File: src/spt_pkg.sv
// Shared types, constants and functions of the stride prefetch table.
`default_nettype none

package spt_pkg;

    localparam int TABLE_ENTRIES = 16;
    localparam int IDX_W         = $clog2(TABLE_ENTRIES);
    localparam int CNT_W         = $clog2(TABLE_ENTRIES + 1);
    localparam int ADDR_W        = 32;

    localparam logic [ADDR_W-1:0] REGION_MASK_RESET = 32'hFFFF_F000;

    typedef logic [IDX_W-1:0]  t_idx;
    typedef logic [CNT_W-1:0]  t_cnt;
    typedef logic [ADDR_W-1:0] t_addr;

    typedef enum logic [1:0] {
        CONF_INITIAL   = 2'd0,
        CONF_TRANSIENT = 2'd1,
        CONF_STEADY    = 2'd2,
        CONF_NOPRED    = 2'd3
    } t_conf;

    typedef enum logic [0:0] {
        CMD_ACCESS   = 1'b0,
        CMD_COMPLETE = 1'b1
    } t_command;

    typedef enum logic [1:0] {
        S_IDLE  = 2'd0,
        S_REQ   = 2'd1,
        S_CMP   = 2'd2,
        S_WRITE = 2'd3
    } t_state;

    typedef enum logic [1:0] {
        OP_COMPLETE = 2'd0,
        OP_HIT      = 2'd1,
        OP_INSERT   = 2'd2
    } t_op;

    typedef struct packed {
        t_addr tag;
        t_addr last_addr;
        t_addr stride;
        t_conf conf;
    } t_entry;

    localparam int ENTRY_W = $bits(t_entry);

    typedef struct packed {
        logic load;
        logic rd_en;
        logic idx_inc;
        logic exec;
        t_op  op;
    } t_ctrl_cmd;

    typedef struct packed {
        logic cmd_complete;
        logic table_empty;
        logic tag_hit;
        logic scan_last;
    } t_dp_status;

    function automatic t_conf next_conf(input t_conf cur, input logic same);
        t_conf res;
        case (cur)
            CONF_INITIAL:   res = CONF_TRANSIENT;
            CONF_TRANSIENT: res = same ? CONF_STEADY : CONF_NOPRED;
            CONF_STEADY:    res = same ? CONF_STEADY : CONF_INITIAL;
            CONF_NOPRED:    res = same ? CONF_TRANSIENT : CONF_NOPRED;
            default:        res = CONF_NOPRED;
        endcase
        return res;
    endfunction

endpackage

`default_nettype wire

File: src/spt_ram.sv
// Generic single-write, single-read RAM with registered read data.
`default_nettype none

module spt_ram #(
    parameter int WIDTH = 8,
    parameter int DEPTH = 16
) (
    input  wire logic                     i_clk,
    input  wire logic                     i_we,
    input  wire logic [$clog2(DEPTH)-1:0] i_waddr,
    input  wire logic [WIDTH-1:0]         i_wdata,
    input  wire logic                     i_re,
    input  wire logic [$clog2(DEPTH)-1:0] i_raddr,
    output logic      [WIDTH-1:0]         o_rdata
);

    logic [WIDTH-1:0] r_mem [DEPTH];
    logic [WIDTH-1:0] r_rdata;

    always_ff @(posedge i_clk) begin
        if (i_we) begin
            r_mem[i_waddr] <= i_wdata;
        end
        if (i_re) begin
            r_rdata <= r_mem[i_raddr];
        end
    end

    assign o_rdata = r_rdata;

endmodule

`default_nettype wire

File: src/spt_ctrl.sv
// Controller state machine that sequences the table scan and the update.
`default_nettype none

module spt_ctrl (
    input  wire logic                i_clk,
    input  wire logic                i_rst_n,
    input  wire logic                start,
    output logic                     busy,
    input  wire spt_pkg::t_dp_status i_status,
    output spt_pkg::t_ctrl_cmd       o_cmd
);

    spt_pkg::t_state r_state, n_state;
    spt_pkg::t_op    r_op, n_op;

    always_ff @(posedge i_clk) begin
        if (!i_rst_n) begin
            r_state <= spt_pkg::S_IDLE;
            r_op    <= spt_pkg::OP_COMPLETE;
        end else begin
            r_state <= n_state;
            r_op    <= n_op;
        end
    end

    always_comb begin
        n_state = r_state;
        n_op    = r_op;
        o_cmd   = '0;
        case (r_state)
            spt_pkg::S_IDLE: begin
                if (start) begin
                    o_cmd.load = 1'b1;
                    if (i_status.cmd_complete) begin
                        n_op    = spt_pkg::OP_COMPLETE;
                        n_state = spt_pkg::S_WRITE;
                    end else if (i_status.table_empty) begin
                        n_op    = spt_pkg::OP_INSERT;
                        n_state = spt_pkg::S_WRITE;
                    end else begin
                        n_state = spt_pkg::S_REQ;
                    end
                end
            end
            spt_pkg::S_REQ: begin
                o_cmd.rd_en = 1'b1;
                n_state     = spt_pkg::S_CMP;
            end
            spt_pkg::S_CMP: begin
                if (i_status.tag_hit) begin
                    n_op    = spt_pkg::OP_HIT;
                    n_state = spt_pkg::S_WRITE;
                end else if (i_status.scan_last) begin
                    n_op    = spt_pkg::OP_INSERT;
                    n_state = spt_pkg::S_WRITE;
                end else begin
                    o_cmd.idx_inc = 1'b1;
                    n_state       = spt_pkg::S_REQ;
                end
            end
            spt_pkg::S_WRITE: begin
                o_cmd.exec = 1'b1;
                o_cmd.op   = r_op;
                n_state    = spt_pkg::S_IDLE;
            end
            default: begin
                n_state = spt_pkg::S_IDLE;
            end
        endcase
    end

    assign busy = (r_state != spt_pkg::S_IDLE);

endmodule

`default_nettype wire

File: src/spt_datapath.sv
// Datapath: entry RAM, fill count, replace pointer, pending prefetch and results.
`default_nettype none

module spt_datapath (
    input  wire logic                i_clk,
    input  wire logic                i_rst_n,
    input  wire logic                i_cfg_we,
    input  wire logic [31:0]         i_cfg_wdata,
    input  wire logic                i_command,
    input  wire logic [31:0]         i_access_address,
    input  wire spt_pkg::t_ctrl_cmd  i_cmd,
    output spt_pkg::t_dp_status      o_status,
    output logic                     o_result_valid,
    output logic                     o_prefetch_pending,
    output logic [31:0]              o_prefetch_address,
    output logic [1:0]               o_entry_state
);

    spt_pkg::t_addr  r_mask;
    spt_pkg::t_addr  r_addr;
    spt_pkg::t_addr  r_stride;
    spt_pkg::t_idx   r_idx;
    spt_pkg::t_idx   r_rptr;
    spt_pkg::t_cnt   r_count;
    logic            r_pend_flag;
    spt_pkg::t_addr  r_pend_addr;
    spt_pkg::t_conf  r_state_out;
    logic            r_out_valid;

    spt_pkg::t_entry rd_entry;
    logic [spt_pkg::ENTRY_W-1:0] rd_data;
    spt_pkg::t_entry wr_entry;
    spt_pkg::t_idx   wr_addr;
    logic            wr_en;
    spt_pkg::t_conf  hit_conf;
    spt_pkg::t_idx   rptr_next;

    spt_ram #(
        .WIDTH (spt_pkg::ENTRY_W),
        .DEPTH (spt_pkg::TABLE_ENTRIES)
    ) u_entry_ram (
        .i_clk   (i_clk),
        .i_we    (wr_en),
        .i_waddr (wr_addr),
        .i_wdata (wr_entry),
        .i_re    (i_cmd.rd_en),
        .i_raddr (r_idx),
        .o_rdata (rd_data)
    );

    assign rd_entry = spt_pkg::t_entry'(rd_data);

    // Entries are filled in order from index zero, so the valid ones are those below the count.
    assign o_status.cmd_complete = (i_command == spt_pkg::CMD_COMPLETE);
    assign o_status.table_empty  = (r_count == '0);
    assign o_status.tag_hit      = (rd_entry.tag == (r_addr & r_mask));
    assign o_status.scan_last    = (spt_pkg::CNT_W'(r_idx) == (r_count - spt_pkg::CNT_W'(1)));

    assign hit_conf  = spt_pkg::next_conf(rd_entry.conf, r_stride == rd_entry.stride);
    assign rptr_next = (r_rptr == spt_pkg::IDX_W'(spt_pkg::TABLE_ENTRIES - 1)) ?
                       '0 : r_rptr + spt_pkg::IDX_W'(1);

    always_comb begin
        wr_en    = 1'b0;
        wr_addr  = r_idx;
        wr_entry = rd_entry;
        if (i_cmd.exec) begin
            case (i_cmd.op)
                spt_pkg::OP_HIT: begin
                    wr_en              = 1'b1;
                    wr_addr            = r_idx;
                    wr_entry.tag       = rd_entry.tag;
                    wr_entry.last_addr = r_addr;
                    wr_entry.stride    = r_stride;
                    wr_entry.conf      = hit_conf;
                end
                spt_pkg::OP_INSERT: begin
                    wr_en              = 1'b1;
                    wr_addr            = r_rptr;
                    wr_entry.tag       = r_addr & r_mask;
                    wr_entry.last_addr = r_addr;
                    wr_entry.stride    = '0;
                    wr_entry.conf      = spt_pkg::CONF_INITIAL;
                end
                default: begin
                    wr_en = 1'b0;
                end
            endcase
        end
    end

    // The stride is registered while the scan waits on the RAM, and the RAM output
    // holds through the update cycle, so the update sees a settled value.
    always_ff @(posedge i_clk) begin
        r_stride <= r_addr - rd_entry.last_addr;
        if (i_cmd.load) begin
            r_addr <= i_access_address;
        end
    end

    always_ff @(posedge i_clk) begin
        if (!i_rst_n) begin
            r_mask      <= spt_pkg::REGION_MASK_RESET;
            r_idx       <= '0;
            r_rptr      <= '0;
            r_count     <= '0;
            r_pend_flag <= 1'b0;
            r_pend_addr <= '0;
            r_state_out <= spt_pkg::CONF_INITIAL;
            r_out_valid <= 1'b0;
        end else begin
            r_out_valid <= i_cmd.exec;
            if (i_cfg_we) begin
                r_mask <= i_cfg_wdata;
            end
            if (i_cmd.load) begin
                r_idx <= '0;
            end else if (i_cmd.idx_inc) begin
                r_idx <= r_idx + spt_pkg::IDX_W'(1);
            end
            if (i_cmd.exec) begin
                case (i_cmd.op)
                    spt_pkg::OP_COMPLETE: begin
                        r_pend_flag <= 1'b0;
                        r_state_out <= spt_pkg::CONF_INITIAL;
                    end
                    spt_pkg::OP_HIT: begin
                        r_state_out <= hit_conf;
                        if (!r_pend_flag && hit_conf == spt_pkg::CONF_STEADY) begin
                            r_pend_flag <= 1'b1;
                            r_pend_addr <= r_addr + r_stride;
                        end
                    end
                    spt_pkg::OP_INSERT: begin
                        r_state_out <= spt_pkg::CONF_INITIAL;
                        r_rptr      <= rptr_next;
                        if (r_count != spt_pkg::CNT_W'(spt_pkg::TABLE_ENTRIES)) begin
                            r_count <= r_count + spt_pkg::CNT_W'(1);
                        end
                    end
                    default: begin
                        r_state_out <= spt_pkg::CONF_INITIAL;
                    end
                endcase
            end
        end
    end

    assign o_result_valid     = r_out_valid;
    assign o_prefetch_pending = r_pend_flag;
    assign o_prefetch_address = r_pend_addr;
    assign o_entry_state      = r_state_out;

    a_count_bound: assert property (@(posedge i_clk) disable iff (!i_rst_n)
        r_count <= spt_pkg::CNT_W'(spt_pkg::TABLE_ENTRIES))
        else $error("fill count exceeds table size");

    a_fill_order: assert property (@(posedge i_clk) disable iff (!i_rst_n)
        r_count != spt_pkg::CNT_W'(spt_pkg::TABLE_ENTRIES) |->
            spt_pkg::CNT_W'(r_rptr) == r_count)
        else $error("replace pointer left the fill position before the table filled");

    a_read_valid: assert property (@(posedge i_clk) disable iff (!i_rst_n)
        i_cmd.rd_en |-> spt_pkg::CNT_W'(r_idx) < r_count)
        else $error("scan read an entry that was never written");

    a_result_pulse: assert property (@(posedge i_clk) disable iff (!i_rst_n)
        r_out_valid |=> !r_out_valid)
        else $error("result strobe lasted more than one cycle");

    a_steady_latch: assert property (@(posedge i_clk) disable iff (!i_rst_n)
        i_cmd.exec && i_cmd.op == spt_pkg::OP_HIT && hit_conf == spt_pkg::CONF_STEADY
            |=> r_pend_flag)
        else $error("steady hit did not leave a prefetch pending");

endmodule

`default_nettype wire

File: src/stride_prefetch_table_unit.sv
// Top level of the stride prefetch table: controller plus datapath.
// A transfer is taken when start is high and busy is low; the result is shown for one cycle
// with o_result_valid and cannot be stalled. A completion command, or a demand access while
// the table is empty, goes from idle straight to the write state, and its result is strobed
// from the result register after that. Any other demand access scans the valid entries in
// order through the single read port of the entry RAM, a request state and a compare state
// per entry examined, until the hit or the end of the filled part, and then writes. A new transfer
// may be taken in the cycle in which the previous result is strobed. No clearing pass is
// needed after reset. o_prefetch_pending and o_prefetch_address show the pending request
// at all times.
`default_nettype none

module stride_prefetch_table_unit (
    input  wire logic        i_clk,
    input  wire logic        i_rst_n,
    input  wire logic        i_cfg_we,
    input  wire logic [31:0] i_cfg_wdata,
    input  wire logic        start,
    output logic             busy,
    input  wire logic        i_command,
    input  wire logic [31:0] i_access_address,
    output logic             o_result_valid,
    output logic             o_prefetch_pending,
    output logic [31:0]      o_prefetch_address,
    output logic [1:0]       o_entry_state
);

    spt_pkg::t_ctrl_cmd  ctrl_cmd;
    spt_pkg::t_dp_status dp_status;

    spt_ctrl u_ctrl (
        .i_clk    (i_clk),
        .i_rst_n  (i_rst_n),
        .start    (start),
        .busy     (busy),
        .i_status (dp_status),
        .o_cmd    (ctrl_cmd)
    );

    spt_datapath u_datapath (
        .i_clk              (i_clk),
        .i_rst_n            (i_rst_n),
        .i_cfg_we           (i_cfg_we),
        .i_cfg_wdata        (i_cfg_wdata),
        .i_command          (i_command),
        .i_access_address   (i_access_address),
        .i_cmd              (ctrl_cmd),
        .o_status           (dp_status),
        .o_result_valid     (o_result_valid),
        .o_prefetch_pending (o_prefetch_pending),
        .o_prefetch_address (o_prefetch_address),
        .o_entry_state      (o_entry_state)
    );

endmodule

`default_nettype wire
File: config.mk
export PLATFORM = sky130hd
export DESIGN_NAME = stride_prefetch_table_unit
export DESIGN_NICKNAME = d
export VERILOG_FILES = /design/src/spt_pkg.sv /design/src/spt_ram.sv /design/src/spt_ctrl.sv /design/src/spt_datapath.sv /design/src/stride_prefetch_table_unit.sv
export SDC_FILE = /design/constraint.sdc
export NUM_CORES = 2
export LEC_CHECK = 0
export BUFFER_PORTS_ARGS = -buffer_cell sky130_fd_sc_hd__buf_2
export CAP_MARGIN = 15
export CORE_MARGIN = 4
export CORE_UTILIZATION = 30
export DETAILED_ROUTE_END_ITERATION = 12
export SKIP_CTS_REPAIR_TIMING = 1
export SLEW_MARGIN = 15
export SYNTH_ARGS = -nofsm -noshare
export SYNTH_HDL_FRONTEND = slang
export SYNTH_HIERARCHICAL = 1
export SYNTH_SLANG_ARGS = --single-unit
export TNS_END_PERCENT = 30
File: constraint.sdc
create_clock -name i_clk -period 15.1 [get_ports i_clk]
set_input_delay 0 -clock i_clk [delete_from_list [all_inputs] [get_ports i_clk]]
set_output_delay 0 -clock i_clk [all_outputs]
set_load 0.01 [all_outputs]
# [After elaboration in Yosys (flattened, before gate mapping)]
# Memories as Yosys holds them, arrays and structs flattened. A register that Yosys moved wholly into a read port is not among the register bits.
# Index checks and enable logic that the tools add are counted.
[word_totals] regBits=149 latchBits=0 mem_bits_rw=1568 mem_bits_ro=0 input_bits=69 output_inout_bits=37 elab_cells=90 mem_count=1
[mem_list] memory="u_datapath.u_entry_ram.r_mem" depth=16 word_bits=98 read_ports=1 rd_ports_with_merged_regs=1 write_ports=1 line="spt_ram.sv:17" text="logic [WIDTH-1:0] r_mem [DEPTH];"
[classes] addsub=6 multipliers=0 n_div=0 magnitude_cmp=0 eq_ne=18 shift=0 muxes=35 bitwise_logic=2 reduce_logical=16
[op_table] op="case mux 98 bit (2 select lines)" count=1
[op_table] op="2-to-1 mux 98 bit" count=1
[op_table] op="equality test 32 bit" count=2
[op_table] op="adder 32 bit" count=1
[op_table] op="bitwise AND 32 bit" count=1
[op_table] op="subtractor 32 bit" count=1
[op_table] op="2-to-1 mux 2 bit" count=13
[op_table] op="case mux 2 bit (4 select lines)" count=2
[op_table] op="equality test 2 bit (second input constant)" count=6
[op_table] op="2-to-1 mux 1 bit" count=12
[op_table] op="2-to-1 mux 4 bit" count=3
[op_table] op="AND reduction 3 bit" count=3
[op_table] op="adder 4 x 1 -> 4 bit (second input constant)" count=2
[op_table] op="equality test 2 x 1 -> 1 bit (second input constant)" count=3
[op_table] op="logical NOT 2 bit" count=3
[op_table] op="!= test 3 bit (second input constant)" count=2
[op_table] op="nonzero test 2 bit" count=3
[op_table] op="adder 5 x 1 -> 5 bit (second input constant)" count=1
[op_table] op="equality test 4 x 5 -> 1 bit" count=1
[op_table] op="logical NOT 5 bit" count=1
[op_table] op="!= test 5 bit (second input constant)" count=1
[op_table] op="subtractor 5 x 1 -> 5 bit (second input constant)" count=1
[op_table] op="equality test 4 bit (second input constant)" count=1
[op_table] op="case mux 2 bit (2 select lines)" count=1
[op_table] op="other kinds (10)" count=11

# [Longest topological paths before layout]
[depth] depth_word=8 ltp_mapped=12 mapped_depth_nobuf=12

# [Hierarchy]
# Netlist, hierarchy kept.
[modules_own_cells] mod="spt_ram" instances=1 cells_per_inst=2510 area_per_inst_um2=61497.7 seq_area_each_um2=50028.0
[modules_own_cells] mod="spt_datapath" instances=1 cells_per_inst=1202 area_per_inst_um2=10003.3 seq_area_each_um2=3223.1
[modules_own_cells] mod="spt_ctrl" instances=1 cells_per_inst=31 area_per_inst_um2=264.0 seq_area_each_um2=80.1

# [Least setup slack after synthesis]
# Ideal clock, no wire load.
[synth_timing] kind="reg2reg" startpoint="register u_ctrl.r_state[1]" endpoint="memory u_datapath/u_entry_ram/r_mem[0][0] (netlist name) (enable)" setup_time_ps=675 t_arrival_ps=8656 required_ps=14425 path_slack_ps=5770 path_stages_with_launch=10 path_buffers=2 synth_period_minus_slack_ps=9330 cell_sequence="dfxtp_1 buf_6 and3_1 inv_1 ha_1 nand2_1 inv_1 clkbuf_1 or3b_2 nor3_1"
[synth_lines] item="from (decl)" line="spt_ctrl.sv:13" text="spt_pkg::t_state r_state, n_state;"
[synth_lines] item="from (signal assigned)" line="spt_ctrl.sv:18" text="r_state <= spt_pkg::S_IDLE;"
[synth_lines] item="from (signal assigned)" line="spt_ctrl.sv:21" text="r_state <= n_state;"
[synth_lines] item="to (decl)" line="spt_ram.sv:17"

==> flow_summary.toml <==
[placed_design]
placed_area_um2 = 76530
dpl.cell_count = 6962
numPortBuffers = 105
dp_hpwl_um = 106100
gp_congestion = 0.8665
pre_cts_ws_ns = 10.37

[synth]
syn_nets = 3884
avgSynthCellArea_um2 = 19.17
synth_top_area_cell = "edfxtp_1"
synth_seq_cells = 1815
yosys-top-cells-count = "edfxtp_1 (1698), mux4_2 (392), nand2_1 (313)"
synth_top_area_share_pct = 71.05
synth_edf_count = 1698
synth_cell_types = 86
yosysMostFrequentCell = "edfxtp_1"
synthTopCellsByArea = "edfxtp_1 (71%), mux4_2 (12%), dfxtp_1 (3.3%)"
postSynth.asyncResetShare_pct = 0
syn_inst = 3743
synthFlopType = "edfxtp_1"
ys_warn_count = 6
yosysSeqAreaShare_pct = 74.31
syn_area_um2 = 71770

[setup_path]
critPathMaxStageDelay_ns = 0.92
arrival_ns = 5.13
worst_setup_path_end_kind = "flop"
cp-start-kind = "flop"
rrSetupSlack_ns = 10.39
cp_max_fo = 70
r2r_start = "u_ctrl/r_state[1]$_SDFFE_PN0P_"
cp.required_ns = 15.51
rr_endpoint = "u_datapath/u_entry_ram/r_mem[8][27]$_DFFE_PP_"
crit_chain = "and3_1, inv_1, ha_1, nand2_2, buf_4, inv_1, nand3b_1, nor3_2, buf_4, buf_4"
r2r_cells = 10
crit_type = "flop to flop"
crit_top_cell = "buf_4"
critPathSlowestCell = "buf_4"

[drt]
viasPerCell = 5.079
dr.first_iter.drc_count = 4520
wl_um = 190400
wl_per_cell_um = 25.61
drc = 0
ant_nets = 0
drt_pass1_iterations = 6
vias = 37771

[hold_path]
hold_end = "u_ctrl/r_state[0]$_SDFFE_PN0P_"
hp-start = "start"
hold_depth = 4
min_path_type = "input pin to flop"

[power]
power_leakage_nw = 26.39
switching_share_pct = 22.00
pwr-share-seq_pct = 52.8
power_frac_clock_pct = 40.8
switching_power_mw = 2.343
comb_power_share_pct = 6.4
ir_worst_vdd_mv = 0.1289
p_int_mw = 8.307
powerDensity_nw_per_um2 = 127.3

[grt]
grt_pass1_vias = 37382
grt_usage_pct = 14.86
grt_antenna_before_repair = 2
grt_pass1_wl_um = 271300
grt_max_degree = 101
globalRouteOverflowTotal = 0

[timing]
fmax_ghz = 0.2122
fin_crit_sh_pct = 31.21
drv_slew = 0
setup_viol = 0
max-slew-margin-rel_pct = 22.37
tns_ns = 0
skew_ns = 0.03384
finalCriticalPeriod_ns = 4.713
rsz0062_at_grt = "no"
fin_ws_ns = 10.39
finalHoldViolCount = 0
worst_pin_slew_ns = 1.154

[floorplan]
core_area_um2 = 237900
die_h_um = 497.1
io_pins = 106
die_area_um2 = 247100
chipWidth_um = 497.1
num_rows = 179
initial_core_util_pct = 30.17

[final_layout]
ff_latch_area_um2 = 53340
design_area_um2 = 83690
fillers = 22140
drive_gt1_share_pct = 21.59
fin_cells = 7436
multiInputGateArea_um2 = 17480
nets = 4261
post-route-util_pct = 35.18
area_delta_synth_final_pct = 16.61

[clocking]
cts_tree = "built"
cts_buffer_depth = 3
cts_buffers = 175
insertion_delay_ns = 0.82
clk_pin_slew_worst_paths_ns = 0.06
clkSinkCount = 1815
cts_max_level = 4
cts_root_buffer = "clkbuf_16"

[run]
drv_cap = 0

[outcome]
status = "completed"
==> worst max-delay path, delay by kind of cell (launching register included) <==
kind | cells | cell delay, ns
AND/OR/NAND/NOR | 4 | 0.85
adder cells (fa/ha/maj) | 1 | 0.30
flip-flops | 1 | 0.60
buffers and inverters | 5 | 2.44
==> per-layer routing <==
metal	global-route usage (%)	share of wire [%]	vias to the layer above	wire, µm
met4	4.909	3.2	0	6032
met1	20.60	42	20070	79460
met3	2.197	6.9	258	13070
met2	24.04	48	1457	91840
met5	0	0	-	0
li1	-	-	15986	-
==> flip-flops by register name, summed over array words and instances, names as in the netlist <==
signal / flops
u_ctrl/r_op: 2
u_ctrl/r_state: 2
u_datapath/o_entry_state: 2
u_datapath/o_prefetch_address: 32
u_datapath/o_prefetch_pending: 1
u_datapath/o_result_valid: 1
u_datapath/r_addr: 32
u_datapath/r_count: 5
u_datapath/r_idx: 4
u_datapath/r_mask: 32
u_datapath/r_rptr: 4
u_datapath/r_stride: 32
u_datapath/u_entry_ram/o_rdata: 98
u_datapath/u_entry_ram/r_mem: 1568
==> metrics by stage <==
| stage | power, mW | hold WS, ns |
|---|---|---|
| 2_1_floorplan | 6.151 | 0.09887 |
| 3_3_place_gp | 6.364 | 0.1763 |
| 3_5_place_dp | 6.371 | 0.1811 |
| 4_1_cts | 10.70 | -0.7053 |
| 5_1_grt | 11.02 | 0.04676 |
| 6_report | 10.65 | 0.06785 |
==> worst max path at each step <==
stage / startpoint / endpoint / slack (ns)
floorplan: u_ctrl/r_state[1]$_SDFFE_PN0P_ / u_datapath/u_entry_ram/r_mem[0][0]$_DFFE_PP_ / 5.77
global placement: u_ctrl/r_state[1]$_SDFFE_PN0P_ / u_datapath/u_entry_ram/r_mem[8][1]$_DFFE_PP_ / 10.41
detailed placement: u_ctrl/r_state[1]$_SDFFE_PN0P_ / u_datapath/u_entry_ram/r_mem[8][1]$_DFFE_PP_ / 10.37
CTS: u_ctrl/r_state[1]$_SDFFE_PN0P_ / u_datapath/u_entry_ram/r_mem[8][21]$_DFFE_PP_ / 10.34
global route: u_ctrl/r_state[1]$_SDFFE_PN0P_ / u_datapath/u_entry_ram/r_mem[0][38]$_DFFE_PP_ / 10.11
finish: u_ctrl/r_state[1]$_SDFFE_PN0P_ / u_datapath/u_entry_ram/r_mem[8][27]$_DFFE_PP_ / 10.39
==> placed cells by master (no fill, tap or decap), types with 29 or more instances in the layout <==
cell	synthesis	layout
edfxtp_1	1698	1698
buf_4	39	128
dlygate4sd3_1	0	148
a21oi_1	60	60
mux4_2	392	392
xnor2_1	78	78
a22oi_1	197	197
xor2_1	53	53
nor2_1	72	56
ha_1	70	70
buf_2	22	105
nor2b_1	43	41
nand2_1	313	311
clkbuf_16	0	177
o21ai_0	86	81
clkbuf_1	86	47
dfxtp_1	117	115
clkinv_2	0	29
mux2i_1	42	42
a32o_1	32	32
inv_1	54	54
==> kinds of logic (layout without fill, tap and decap cells) <==
logic type / after synthesis / in the layout / synth area share [%]
fa+ha+maj: 72 / 72 / 1.276
xor+xnor: 131 / 131 / 1.599
other cells: 0 / 3 / 0
buf+inv: 239 / 762 / 1.548
compound gates: 496 / 496 / 4.847
mux: 436 / 436 / 12.92
flops: 1815 / 1815 / 74.31
simple gates: 554 / 554 / 3.497
==> power by group through the flow <==
| stage | clock, mW | sequential, mW | combinational, mW |
|---|---|---|---|
| 2_1_floorplan | 0 | 5.68 | 0.470 |
| 3_3_place_gp | 0 | 5.73 | 0.636 |
| 3_5_place_dp | 0 | 5.73 | 0.643 |
| 4_1_cts | 4.44 | 5.62 | 0.646 |
| 5_1_grt | 4.66 | 5.62 | 0.736 |
| 6_report | 4.35 | 5.62 | 0.682 |
==> layout make-up <==
class / instances / area share [%]
Tap cell: 3167 / 4.735
Timing Repair Buffer: 384 / 3.618
Inverter: 55 / 0.2467
Clock buffer: 234 / 5.668
Multi-Input combinational cell: 1689 / 20.89
Sequential cell: 1815 / 63.74
Clock inverter: 89 / 1.094
Antenna cell: 3 / 0.008971
Power figures use the tool's default switching activity.
